$ cat src/rtl/rmts_pkg.sv
`default_nettype none

package rmts_pkg;

   // Fixed field widths of the scheduler.
   localparam int MAX_TASKS   = 4;
   localparam int TASK_W      = 2;
   localparam int PERIOD_W    = 16;
   localparam int BUDGET_W    = 16;
   localparam int TIME_W      = 32;
   localparam int JOB_W       = 32;
   localparam int REM_CNT_W   = $clog2(TIME_W);

   // Configuration port.
   localparam int CSR_INDEX_W = 4;
   localparam int CSR_DATA_W  = 16;

   // Register indexes: periods first, then budgets.
   localparam logic [CSR_INDEX_W-1:0] CSR_PERIOD_BASE = 4'd0;
   localparam logic [CSR_INDEX_W-1:0] CSR_BUDGET_BASE = 4'd4;
   localparam logic [CSR_INDEX_W-1:0] CSR_LIMIT       = 4'd8;

   // Stream widths.
   localparam int REQ_TDATA_W = 8;
   localparam int RSP_TDATA_W = 120;
   localparam int RSP_TUSER_W = 3;

   // Token handed from one task cell to the next during a tick.
   typedef struct packed {
      logic                found;
      logic [TASK_W-1:0]   index;
      logic [PERIOD_W-1:0] period;
      logic [JOB_W-1:0]    job;
      logic [BUDGET_W-1:0] budget_left;
      logic                miss;
      logic [TASK_W-1:0]   miss_index;
   } chain_type;

   // Per-tick control broadcast to all cells.
   typedef struct packed {
      logic              restart;
      logic              now_zero;
      logic              wrap;
      logic              commit;
      logic              win_found;
      logic [TASK_W-1:0] win_index;
   } tick_ctrl_type;

   // Control of the bit-serial remainder pass.
   typedef struct packed {
      logic clear;
      logic step;
      logic bit_in;
   } rem_ctrl_type;

endpackage

`default_nettype wire

$ cat src/rtl/rmts_cell.sv
`default_nettype none

// One task of the scheduler: phase within the period, budget, ready flag
// and job count. Passes the best candidate so far to the next cell.
module rmts_cell #(
   parameter int INDEX = 0
) (
   input  wire                                clock,
   input  wire                                reset,
   input  wire  [rmts_pkg::PERIOD_W-1:0]      period_cfg,
   input  wire  [rmts_pkg::BUDGET_W-1:0]      budget_cfg,
   input  rmts_pkg::tick_ctrl_type            tick,
   input  rmts_pkg::rem_ctrl_type             rem_ctrl,
   input  rmts_pkg::chain_type                chain_in,
   output rmts_pkg::chain_type                chain_out
);

   localparam int PW = rmts_pkg::PERIOD_W;
   localparam int BW = rmts_pkg::BUDGET_W;
   localparam int JW = rmts_pkg::JOB_W;
   localparam int TW = rmts_pkg::TASK_W;
   localparam logic [JW-1:0] ONE_JOB   = 1;
   localparam logic [PW:0]   ONE_PHASE = 1;
   localparam logic [TW-1:0] MY_INDEX  = TW'(INDEX);

   logic [PW-1:0] rem_ff, rem_in;
   logic [BW-1:0] budget_ff, budget_in;
   logic          ready_ff, ready_in;
   logic [JW-1:0] jobs_ff, jobs_in;

   logic [PW-1:0] rem_eff;
   logic [BW-1:0] budget_eff, budget_new, budget_dec;
   logic          ready_eff, ready_new;
   logic [JW-1:0] jobs_eff, job_now;
   logic          enabled, released, miss_self, take, winner, done;
   logic [PW:0]   phase_inc, rem_shift, rem_sub;
   logic [PW-1:0] rem_tick;

   always_comb begin
      rem_eff    = tick.restart ? '0 : rem_ff;
      budget_eff = tick.restart ? '0 : budget_ff;
      ready_eff  = tick.restart ? 1'b0 : ready_ff;
      jobs_eff   = tick.restart ? '0 : jobs_ff;

      enabled    = (period_cfg != '0);
      released   = enabled && (rem_eff == '0);
      miss_self  = released && (budget_eff != '0) && !tick.now_zero;
      ready_new  = ready_eff | released;
      budget_new = released ? budget_cfg : budget_eff;
      budget_dec = (budget_new == '0) ? '0 : budget_new - BW'(1);
      job_now    = jobs_eff + ONE_JOB;

      take = ready_new && (!chain_in.found || (period_cfg < chain_in.period));
      chain_out = chain_in;
      if (take) begin
         chain_out.found       = 1'b1;
         chain_out.index       = MY_INDEX;
         chain_out.period      = period_cfg;
         chain_out.job         = job_now;
         chain_out.budget_left = budget_dec;
      end
      if (!chain_in.miss && miss_self) begin
         chain_out.miss       = 1'b1;
         chain_out.miss_index = MY_INDEX;
      end

      winner = tick.win_found && (tick.win_index == MY_INDEX);
      done   = winner && (budget_dec == '0);

      // Phase moves on by one tick and folds back at the period; it is zero when disabled or at time wrap.
      phase_inc = {1'b0, rem_eff} + ONE_PHASE;
      if (!enabled || tick.wrap) begin
         rem_tick = '0;
      end else if (phase_inc == {1'b0, period_cfg}) begin
         rem_tick = '0;
      end else begin
         rem_tick = phase_inc[PW-1:0];
      end

      // One restoring division step: bring in the next time bit.
      rem_shift = {rem_ff, rem_ctrl.bit_in};
      rem_sub   = rem_shift - {1'b0, period_cfg};

      rem_in    = rem_ff;
      budget_in = budget_ff;
      ready_in  = ready_ff;
      jobs_in   = jobs_ff;
      if (rem_ctrl.clear) begin
         rem_in = '0;
      end else if (rem_ctrl.step) begin
         rem_in = (rem_shift >= {1'b0, period_cfg}) ? rem_sub[PW-1:0] : rem_shift[PW-1:0];
      end else if (tick.commit) begin
         rem_in    = rem_tick;
         budget_in = winner ? budget_dec : budget_new;
         ready_in  = ready_new && !done;
         jobs_in   = done ? job_now : jobs_eff;
      end
   end

   always_ff @(posedge clock) begin
      if (reset) begin
         rem_ff    <= '0;
         budget_ff <= '0;
         ready_ff  <= 1'b0;
         jobs_ff   <= '0;
      end else begin
         rem_ff    <= rem_in;
         budget_ff <= budget_in;
         ready_ff  <= ready_in;
         jobs_ff   <= jobs_in;
      end
   end

endmodule

`default_nettype wire

$ cat src/rtl/rate_monotonic_tick_scheduler_core.sv
// Throughput: one tick beat per cycle unless a remainder pass runs or results stall; results
// pass the decision and output stages. A period write starts a remainder pass (one time bit
// per cycle in every task cell) that holds off tick beats; budget writes take effect at once.
// Reset is synchronous and active high: it clears time, task state, the halt flag and the
// pipeline, sets all periods to zero and all budgets to one; no clearing pass is needed.
`default_nettype none

module rate_monotonic_tick_scheduler_core #(
   parameter int NUM_TASKS = 4
) (
   input  wire                                  clock,
   input  wire                                  reset,

   // Tick stream. tdata: restart (bit 0), zero padded.
   input  wire                                  req_tvalid,
   output logic                                 req_tready,
   input  wire  [rmts_pkg::REQ_TDATA_W-1:0]     req_tdata,

   // Result stream. tdata from bit 0: tick_time (32), running_task (2), job_number (32),
   // job_deadline (32), budget_left (16), missed_task (2), zero padded.
   // tuser from bit 0: idle, deadline_miss, stopped.
   output logic                                 rsp_tvalid,
   input  wire                                  rsp_tready,
   output logic [rmts_pkg::RSP_TDATA_W-1:0]     rsp_tdata,
   output logic [rmts_pkg::RSP_TUSER_W-1:0]     rsp_tuser,

   // Configuration write channel.
   input  wire                                  csr_valid,
   output logic                                 csr_ready,
   input  wire  [rmts_pkg::CSR_INDEX_W-1:0]     csr_index,
   input  wire  [rmts_pkg::CSR_DATA_W-1:0]      csr_data
);

   localparam int MT = rmts_pkg::MAX_TASKS;
   localparam int PW = rmts_pkg::PERIOD_W;
   localparam int BW = rmts_pkg::BUDGET_W;
   localparam int TW = rmts_pkg::TASK_W;
   localparam int JW = rmts_pkg::JOB_W;
   localparam int TIW = rmts_pkg::TIME_W;
   localparam int CW = rmts_pkg::REM_CNT_W;
   localparam int PAD_W = rmts_pkg::RSP_TDATA_W - (TIW + TW + JW + JW + BW + TW);
   localparam logic [TIW-1:0] ONE_TICK = 1;
   localparam logic [CW-1:0]  LAST_BIT = CW'(TIW - 1);

   // Configuration registers. Periods of tasks the core does not build are kept but unused.
   logic [PW-1:0] period_ff [MT];
   logic [BW-1:0] budget_ff [MT];

   // Global run state.
   logic [TIW-1:0] time_ff, time_in;
   logic           halted_ff, halted_in;

   // Remainder pass sequencer.
   logic           rec_busy_ff, rec_busy_in;
   logic [CW-1:0]  rec_cnt_ff, rec_cnt_in;
   logic [CW-1:0]  rec_bit_pos;

   // First pipeline stage (scheduling decision) and output stage.
   logic           s1_valid_ff, s1_valid_in;
   logic [TIW-1:0] s1_time_ff;
   logic           s1_idle_ff, s1_miss_ff, s1_stopped_ff;
   logic [TW-1:0]  s1_run_ff, s1_missed_ff;
   logic [JW-1:0]  s1_job_ff;
   logic [PW-1:0]  s1_period_ff;
   logic [BW-1:0]  s1_budget_ff;

   logic           rsp_valid_ff, rsp_valid_in;
   logic [TIW-1:0] out_time_ff;
   logic           out_idle_ff, out_miss_ff, out_stopped_ff;
   logic [TW-1:0]  out_run_ff, out_missed_ff;
   logic [JW-1:0]  out_job_ff, out_deadline_ff;
   logic [BW-1:0]  out_budget_ff;

   // Tick evaluation.
   logic           accept, restart, halted_eff, go, commit, miss_now, run_now, out_load;
   logic [TIW-1:0] now;
   logic           csr_wr, csr_period_wr, csr_budget_wr;
   logic [PW+JW-1:0] product;

   rmts_pkg::chain_type     chain [NUM_TASKS+1];
   rmts_pkg::tick_ctrl_type tick;
   rmts_pkg::rem_ctrl_type  rem_ctrl;

   // ------------------------------------------------------------------------------------
   // Configuration. The port is always ready. A new period changes the phase of that task
   // against the current time, so every period write reruns the remainder pass.
   // ------------------------------------------------------------------------------------
   assign csr_ready     = 1'b1;
   assign csr_wr        = csr_valid && csr_ready;
   assign csr_period_wr = csr_wr && (csr_index < rmts_pkg::CSR_BUDGET_BASE);
   assign csr_budget_wr = csr_wr && (csr_index >= rmts_pkg::CSR_BUDGET_BASE)
                          && (csr_index < rmts_pkg::CSR_LIMIT);

   always_ff @(posedge clock) begin
      if (reset) begin
         for (int i = 0; i < MT; i++) begin
            period_ff[i] <= '0;
            budget_ff[i] <= BW'(1);
         end
      end else if (csr_period_wr) begin
         period_ff[csr_index[TW-1:0]] <= csr_data;
      end else if (csr_budget_wr) begin
         budget_ff[csr_index[TW-1:0]] <= csr_data;
      end
   end

   // ------------------------------------------------------------------------------------
   // Remainder pass. Each cell keeps its phase, time modulo its period. After a period
   // write the phases are rebuilt by long division of the time, most significant bit first,
   // one bit per cycle in all cells together.
   // ------------------------------------------------------------------------------------
   assign rec_bit_pos = LAST_BIT - rec_cnt_ff;

   always_comb begin
      rem_ctrl.clear  = csr_period_wr;
      rem_ctrl.step   = rec_busy_ff && !csr_period_wr;
      rem_ctrl.bit_in = time_ff[rec_bit_pos];

      rec_cnt_in  = rec_cnt_ff;
      rec_busy_in = rec_busy_ff;
      if (csr_period_wr) begin
         rec_cnt_in  = '0;
         rec_busy_in = 1'b1;
      end else if (rem_ctrl.step) begin
         rec_cnt_in  = rec_cnt_ff + CW'(1);
         rec_busy_in = (rec_cnt_ff != LAST_BIT);
      end
   end

   // ------------------------------------------------------------------------------------
   // Tick evaluation. A restart tick sees time zero and cleared task state. While halted
   // a tick changes nothing and merely reports the frozen time.
   // ------------------------------------------------------------------------------------
   assign out_load   = s1_valid_ff && (!rsp_valid_ff || rsp_tready);
   assign req_tready = !rec_busy_ff && (!s1_valid_ff || out_load);
   assign accept     = req_tvalid && req_tready;
   assign restart    = req_tdata[0];
   assign now        = restart ? '0 : time_ff;
   assign halted_eff = halted_ff && !restart;
   assign go         = accept && !halted_eff;
   assign miss_now   = go && chain[NUM_TASKS].miss;
   assign commit     = go && !chain[NUM_TASKS].miss;
   assign run_now    = commit && chain[NUM_TASKS].found;

   always_comb begin
      tick.restart   = restart && accept;
      tick.now_zero  = (now == '0);
      tick.wrap      = (now == '1);
      tick.commit    = commit;
      tick.win_found = chain[NUM_TASKS].found;
      tick.win_index = chain[NUM_TASKS].index;
   end

   // The chain starts empty; each cell may take over the best candidate (shortest period,
   // earlier cell on ties) and the first deadline miss.
   assign chain[0] = '0;

   for (genvar g = 0; g < NUM_TASKS; g++) begin : gen_cell
      rmts_cell #(
         .INDEX (g)
      ) u_cell (
         .clock      (clock),
         .reset      (reset),
         .period_cfg (period_ff[g]),
         .budget_cfg (budget_ff[g]),
         .tick       (tick),
         .rem_ctrl   (rem_ctrl),
         .chain_in   (chain[g]),
         .chain_out  (chain[g+1])
      );
   end

   // Time moves on only on a tick that ran to the end; a miss freezes it and halts.
   assign time_in   = commit ? now + ONE_TICK : time_ff;
   assign halted_in = accept ? (halted_eff || miss_now) : halted_ff;

   // ------------------------------------------------------------------------------------
   // Pipeline. Stage one holds the decision, the output stage forms the deadline product.
   // ------------------------------------------------------------------------------------
   assign s1_valid_in  = accept ? 1'b1 : (out_load ? 1'b0 : s1_valid_ff);
   assign rsp_valid_in = out_load ? 1'b1 : (rsp_tready ? 1'b0 : rsp_valid_ff);

   always_ff @(posedge clock) begin
      if (reset) begin
         time_ff      <= '0;
         halted_ff    <= 1'b0;
         rec_busy_ff  <= 1'b0;
         rec_cnt_ff   <= '0;
         s1_valid_ff  <= 1'b0;
         rsp_valid_ff <= 1'b0;
      end else begin
         time_ff      <= time_in;
         halted_ff    <= halted_in;
         rec_busy_ff  <= rec_busy_in;
         rec_cnt_ff   <= rec_cnt_in;
         s1_valid_ff  <= s1_valid_in;
         rsp_valid_ff <= rsp_valid_in;
      end
   end

   always_ff @(posedge clock) begin
      if (accept) begin
         s1_time_ff    <= now;
         s1_idle_ff    <= !run_now;
         s1_miss_ff    <= miss_now;
         s1_stopped_ff <= halted_eff || miss_now;
         s1_missed_ff  <= miss_now ? chain[NUM_TASKS].miss_index : '0;
         s1_run_ff     <= run_now ? chain[NUM_TASKS].index : '0;
         s1_job_ff     <= run_now ? chain[NUM_TASKS].job : '0;
         s1_period_ff  <= run_now ? chain[NUM_TASKS].period : '0;
         s1_budget_ff  <= run_now ? chain[NUM_TASKS].budget_left : '0;
      end
   end

   assign product = {{JW{1'b0}}, s1_period_ff} * {{PW{1'b0}}, s1_job_ff};

   always_ff @(posedge clock) begin
      if (out_load) begin
         out_time_ff     <= s1_time_ff;
         out_idle_ff     <= s1_idle_ff;
         out_miss_ff     <= s1_miss_ff;
         out_stopped_ff  <= s1_stopped_ff;
         out_missed_ff   <= s1_missed_ff;
         out_run_ff      <= s1_run_ff;
         out_job_ff      <= s1_job_ff;
         out_deadline_ff <= product[JW-1:0];
         out_budget_ff   <= s1_budget_ff;
      end
   end

   assign rsp_tvalid = rsp_valid_ff;
   assign rsp_tdata  = {{PAD_W{1'b0}}, out_missed_ff, out_budget_ff, out_deadline_ff,
                        out_job_ff, out_run_ff, out_time_ff};
   assign rsp_tuser  = {out_stopped_ff, out_miss_ff, out_idle_ff};

   // ------------------------------------------------------------------------------------
   // Checks.
   // ------------------------------------------------------------------------------------

   // A period write must hold off ticks while the phases are rebuilt.
   assert property (@(posedge clock) disable iff (reset)
      (csr_valid && csr_ready && csr_index < rmts_pkg::CSR_BUDGET_BASE) |=> !req_tready)
      else $error("tick accepted during remainder pass");

   // A detected miss halts the scheduler and freezes time.
   assert property (@(posedge clock) disable iff (reset)
      miss_now |=> (halted_ff && $stable(time_ff)))
      else $error("miss did not halt the scheduler");

   // A tick taken while halted leaves time and the halt flag untouched.
   assert property (@(posedge clock) disable iff (reset)
      (accept && halted_eff) |=> (halted_ff && $stable(time_ff)))
      else $error("halted tick changed the run state");

   // A miss result is always reported as idle and stopped.
   assert property (@(posedge clock) disable iff (reset)
      (rsp_tvalid && rsp_tuser[1]) |-> (rsp_tuser[0] && rsp_tuser[2]))
      else $error("miss result not idle and stopped");

endmodule

`default_nettype wire
$ cat config.mk
export PLATFORM = sky130hd
export DESIGN_NAME = rate_monotonic_tick_scheduler_core
export DESIGN_NICKNAME = d
export VERILOG_FILES = /design/src/rtl/rmts_pkg.sv /design/src/rtl/rmts_cell.sv /design/src/rtl/rate_monotonic_tick_scheduler_core.sv
export SDC_FILE = /design/constraint.sdc
export NUM_CORES = 2
export LEC_CHECK = 0
export ABC_AREA = 1
export BUFFER_PORTS_ARGS = -buffer_cell sky130_fd_sc_hd__clkbuf_2
export CAP_MARGIN = 20
export CORE_UTILIZATION = 30
export CTS_CLUSTER_SIZE = 20
export DETAILED_ROUTE_END_ITERATION = 10
export SLEW_MARGIN = 20
export SYNTH_ARGS = -nofsm -noshare
export SYNTH_HDL_FRONTEND = slang
export SYNTH_HIERARCHICAL = 1
export SYNTH_SLANG_ARGS = --single-unit
$ cat constraint.sdc
create_clock -name clock -period 12.96 [get_ports clock]
set_clock_uncertainty 0.05 [all_clocks]
set_input_delay 0.648 -clock clock [delete_from_list [all_inputs] [get_ports clock]]
set_output_delay 0.648 -clock clock [all_outputs]
set_load 0.05 [all_outputs]
==> impl_metrics.yaml <==
power_and_ir_drop:
  power_frac_seq_pct: 18.4
  p_per_area_nw_per_um2: 239.2
  internal_power_mw: 7.210
  leakagePower_nw: 29.46
  irDropWorstVdd_mv: 0.2859
  power_frac_clock_pct: 15.0
  p_sw_share_pct: 53.28
  pwr-share-comb_pct: 66.6
  power_switching_mw: 8.222
  finalPower_mw: 15.43
critical_path:
  crit_fanout: 34
  cp_slowest_cell: "o21ai_0"
  arrival_ps: 12500
  regToRegSetupSlack_ps: 1020
  start_kind: "register"
  worstPathRequired_ps: 13520
  r2r-start: "rec_busy_ff$_SDFFE_PP0P_"
  critPathMaxStageDelay_ps: 640
  critical_path_class: "register to register"
  worstRegToRegCells: 60
  cp-end-kind: "register"
  r2r_end: "gen_cell[2].u_cell/jobs_ff[11]$_SDFFE_PP0P_"
drt:
  avgRoutedWirePerCell_um: 17.66
  wl_mm: 195.5
  drtIter0Drc: 4689
  vias_per_cell: 4.985
  dr_total_vias: 55180
  drt_pass1_iterations: 5
  drc: 0
  drtAntennaViolNets: 0
global_routing:
  grt_use_total_pct: 19.30
  gr-total-overflow: 0
  grt_pass1_wl_mm: 303.3
  antenna_found_initial: 2
  grt_pass1_vias: 53320
  grt_max_degree: 115
min_path:
  hp-start: "rsp_tready"
  hp-class: "primary input to register"
  min_to: "rsp_tvalid$_SDFFE_PP0P_"
  holdPathStages: 4
clocking:
  htree_levels: 3
  cts_buffer_depth: 3
  cts_tree: "built"
  root_buffer: "clkbuf_16"
  cts_sinks: 651
  numCtsBuffers: 81
  clock_latency_ps: 720
  clkTransAtPathRegs_ps: 60
cells_and_area:
  layout.nets: 9032
  drive_gt1_share_pct: 5.864
  syn2layout_area_growth_pct: 9.992
  antenna_cells: 0
  utilization_pct: 33.37
  fillers: 20670
logic_synthesis:
  ys.warnings.count: 6
  yosys.area.top_type: "edfxtp_1"
  ys_ff_latch: 651
  ys_top_cells_by_count: "nand2_1 (2129), inv_1 (1536), nor2_1 (794), a21oi_1 (474), nand3_1 (449)"
  synthFlopType: "edfxtp_1"
  yosysMostFrequentCell: "nand2_1"
  syn_avg_cell_area_um2: 6.910
  synth.top_cells.by_area: "edfxtp_1 (18%), nand2_1 (14%), fa_1 (11%)"
  ys_seq_area_share_pct: 28.19
  async_flop_share_pct: 0
  synth_edf_count: 350
  synth_cell_types: 57
  synth_top_area_share_pct: 17.92
  syn_area_um2: 58670
  syn-instance-count: 8490
die:
  initial_core_util_pct: 30.34
  die_h_um: 444.2
  fp-row-count: 161
  dieArea_um2: 197300
  core_area_um2: 193400
  dieWidth_um: 444.2
  io_pins: 159
sta:
  fin_tns_setup_ps: 0
  period_needed_ps: 11940
  tightest_slew_ps: 1202
  relSlewSlack_pct: 19.90
  rsz0062_at_grt: "false"
  max_freq_mhz: 83.76
  slew_viol_final: 0
  finalCritPeriodShare_pct: 92.13
  finalSetupViolations: 0
  final_hold_viol_count: 0
place:
  dp_hpwl_mm: 141.2
  gp_congestion: 0.9281
  port_buffers: 146
status:
  status: "finished clean"
flow_run:
  maxCapViolCount: 0
-- state kept, by name, indices dropped and copies added, names as in the netlist, 4 cells and up --
signal / flops
rec_cnt_ff: 5
s1_time_ff: 32
out_time_ff: 32
s1_budget_ff: 16
out_deadline_ff: 32
out_budget_ff: 16
gen_cell.u_cell/budget_ff: 64
budget_ff: 64
out_job_ff: 32
time_ff: 32
gen_cell.u_cell/jobs_ff: 128
s1_job_ff: 32
gen_cell.u_cell/rem_ff: 64
gen_cell.u_cell/ready_ff: 4
period_ff: 64
s1_period_ff: 16
-- power by group through the flow --
stage                     registers, mW  clock network, mW  logic [mW]
final                              2.84               2.31        10.3
after global routing               2.85               2.45        11.6
after CTS                          2.84               2.37        10.2
after detailed placement           2.88                  0        10.2
after global placement             2.88                  0        10.1
after floorplan                    2.98                  0        7.34
-- cell families after synthesis --
family	after synthesis	share of synthesized area [%]
AO/OA/AOI/OAI	1085	9.928
XOR/XNOR	294	4.389
adder cells (fa/ha/maj)	521	15.05
buffers and inverters	1977	13.16
flip-flops	651	28.19
other	2	0.01280
AND/OR/NAND/NOR	3960	29.27
-- layout make-up --
cell class | count | area (µm²) | area share, %
multi-input combinational | 5955 | 34890 | 54.08
inverter | 1559 | 5856 | 9.075
timing repair buffer | 230 | 1398 | 2.166
sequential | 651 | 16540 | 25.63
tap | 2526 | 3161 | 4.898
clock inverter | 47 | 528.0 | 0.8183
clock buffer | 102 | 2156 | 3.341
-- through the flow --
step	hold WS, ps	cells	worst slack, ps	cell area, µm²
2_1_floorplan	350.3	8581	1612	59010
6_report	195.4	11070	1020	64530
3_3_place_gp	352.5	10920	807.4	61780
4_1_cts	151.3	11070	956.7	64470
3_5_place_dp	355.2	10920	643.9	61780
5_1_grt	214.8	11070	22.37	64530
-- worst max path at each step --
| stage | depth (start not counted) | from | endpoint |
|---|---|---|---|
| finish | 60 | rec_busy_ff$_SDFFE_PP0P_ | gen_cell[2].u_cell/jobs_ff[11]$_SDFFE_PP0P_ |
| global route | 63 | rec_busy_ff$_SDFFE_PP0P_ | gen_cell[0].u_cell/jobs_ff[6]$_SDFFE_PP0P_ |
| CTS | 61 | rec_busy_ff$_SDFFE_PP0P_ | gen_cell[2].u_cell/jobs_ff[0]$_SDFFE_PP0P_ |
| detailed placement | 63 | rsp_tready | gen_cell[2].u_cell/jobs_ff[0]$_SDFFE_PP0P_ |
| global placement | 63 | rsp_tready | gen_cell[1].u_cell/jobs_ff[0]$_SDFFE_PP0P_ |
| floorplan | 77 | rsp_tready | gen_cell[0].u_cell/jobs_ff[19]$_SDFFE_PP0P_ |
-- layout by cell type, fill, tap and decap left out, types with 198 or more instances in the layout --
master / instances
nand2_1: 2124
inv_1: 1533
nor2_1: 790
a21oi_1: 473
nand3_1: 449
o21ai_0: 427
edfxtp_1: 350
nand4_1: 308
fa_1: 308
dfxtp_1: 301
ha_1: 213
xor2_1: 198
-- critical path, delay by kind of cell (launching register included) --
| kind | cells | cell delay, ps |
|---|---|---|
| flip-flops | 1 | 320 |
| AO/OA/AOI/OAI | 20 | 4410 |
| AND/OR/NAND/NOR | 27 | 4700 |
| buffers and inverters | 9 | 1310 |
| adder cells (fa/ha/maj) | 4 | 990 |
-- repair_timing --
action	CTS	global route
resized for setup	0	1
buffers inserted	0	0
hold buffers	0	0
endpoints found under the setup margin	0	99
-- metal layers --
layer | track usage [%] | up-vias | share of wire, %
li1 | - | 26740 | -
met1 | 24.88 | 26110 | 42
met2 | 32.46 | 1977 | 47
met3 | 2.176 | 363 | 6.3
met4 | 8.440 | 0 | 4.4
met5 | 0 | - | 0
(Power assumes the default switching activity.)
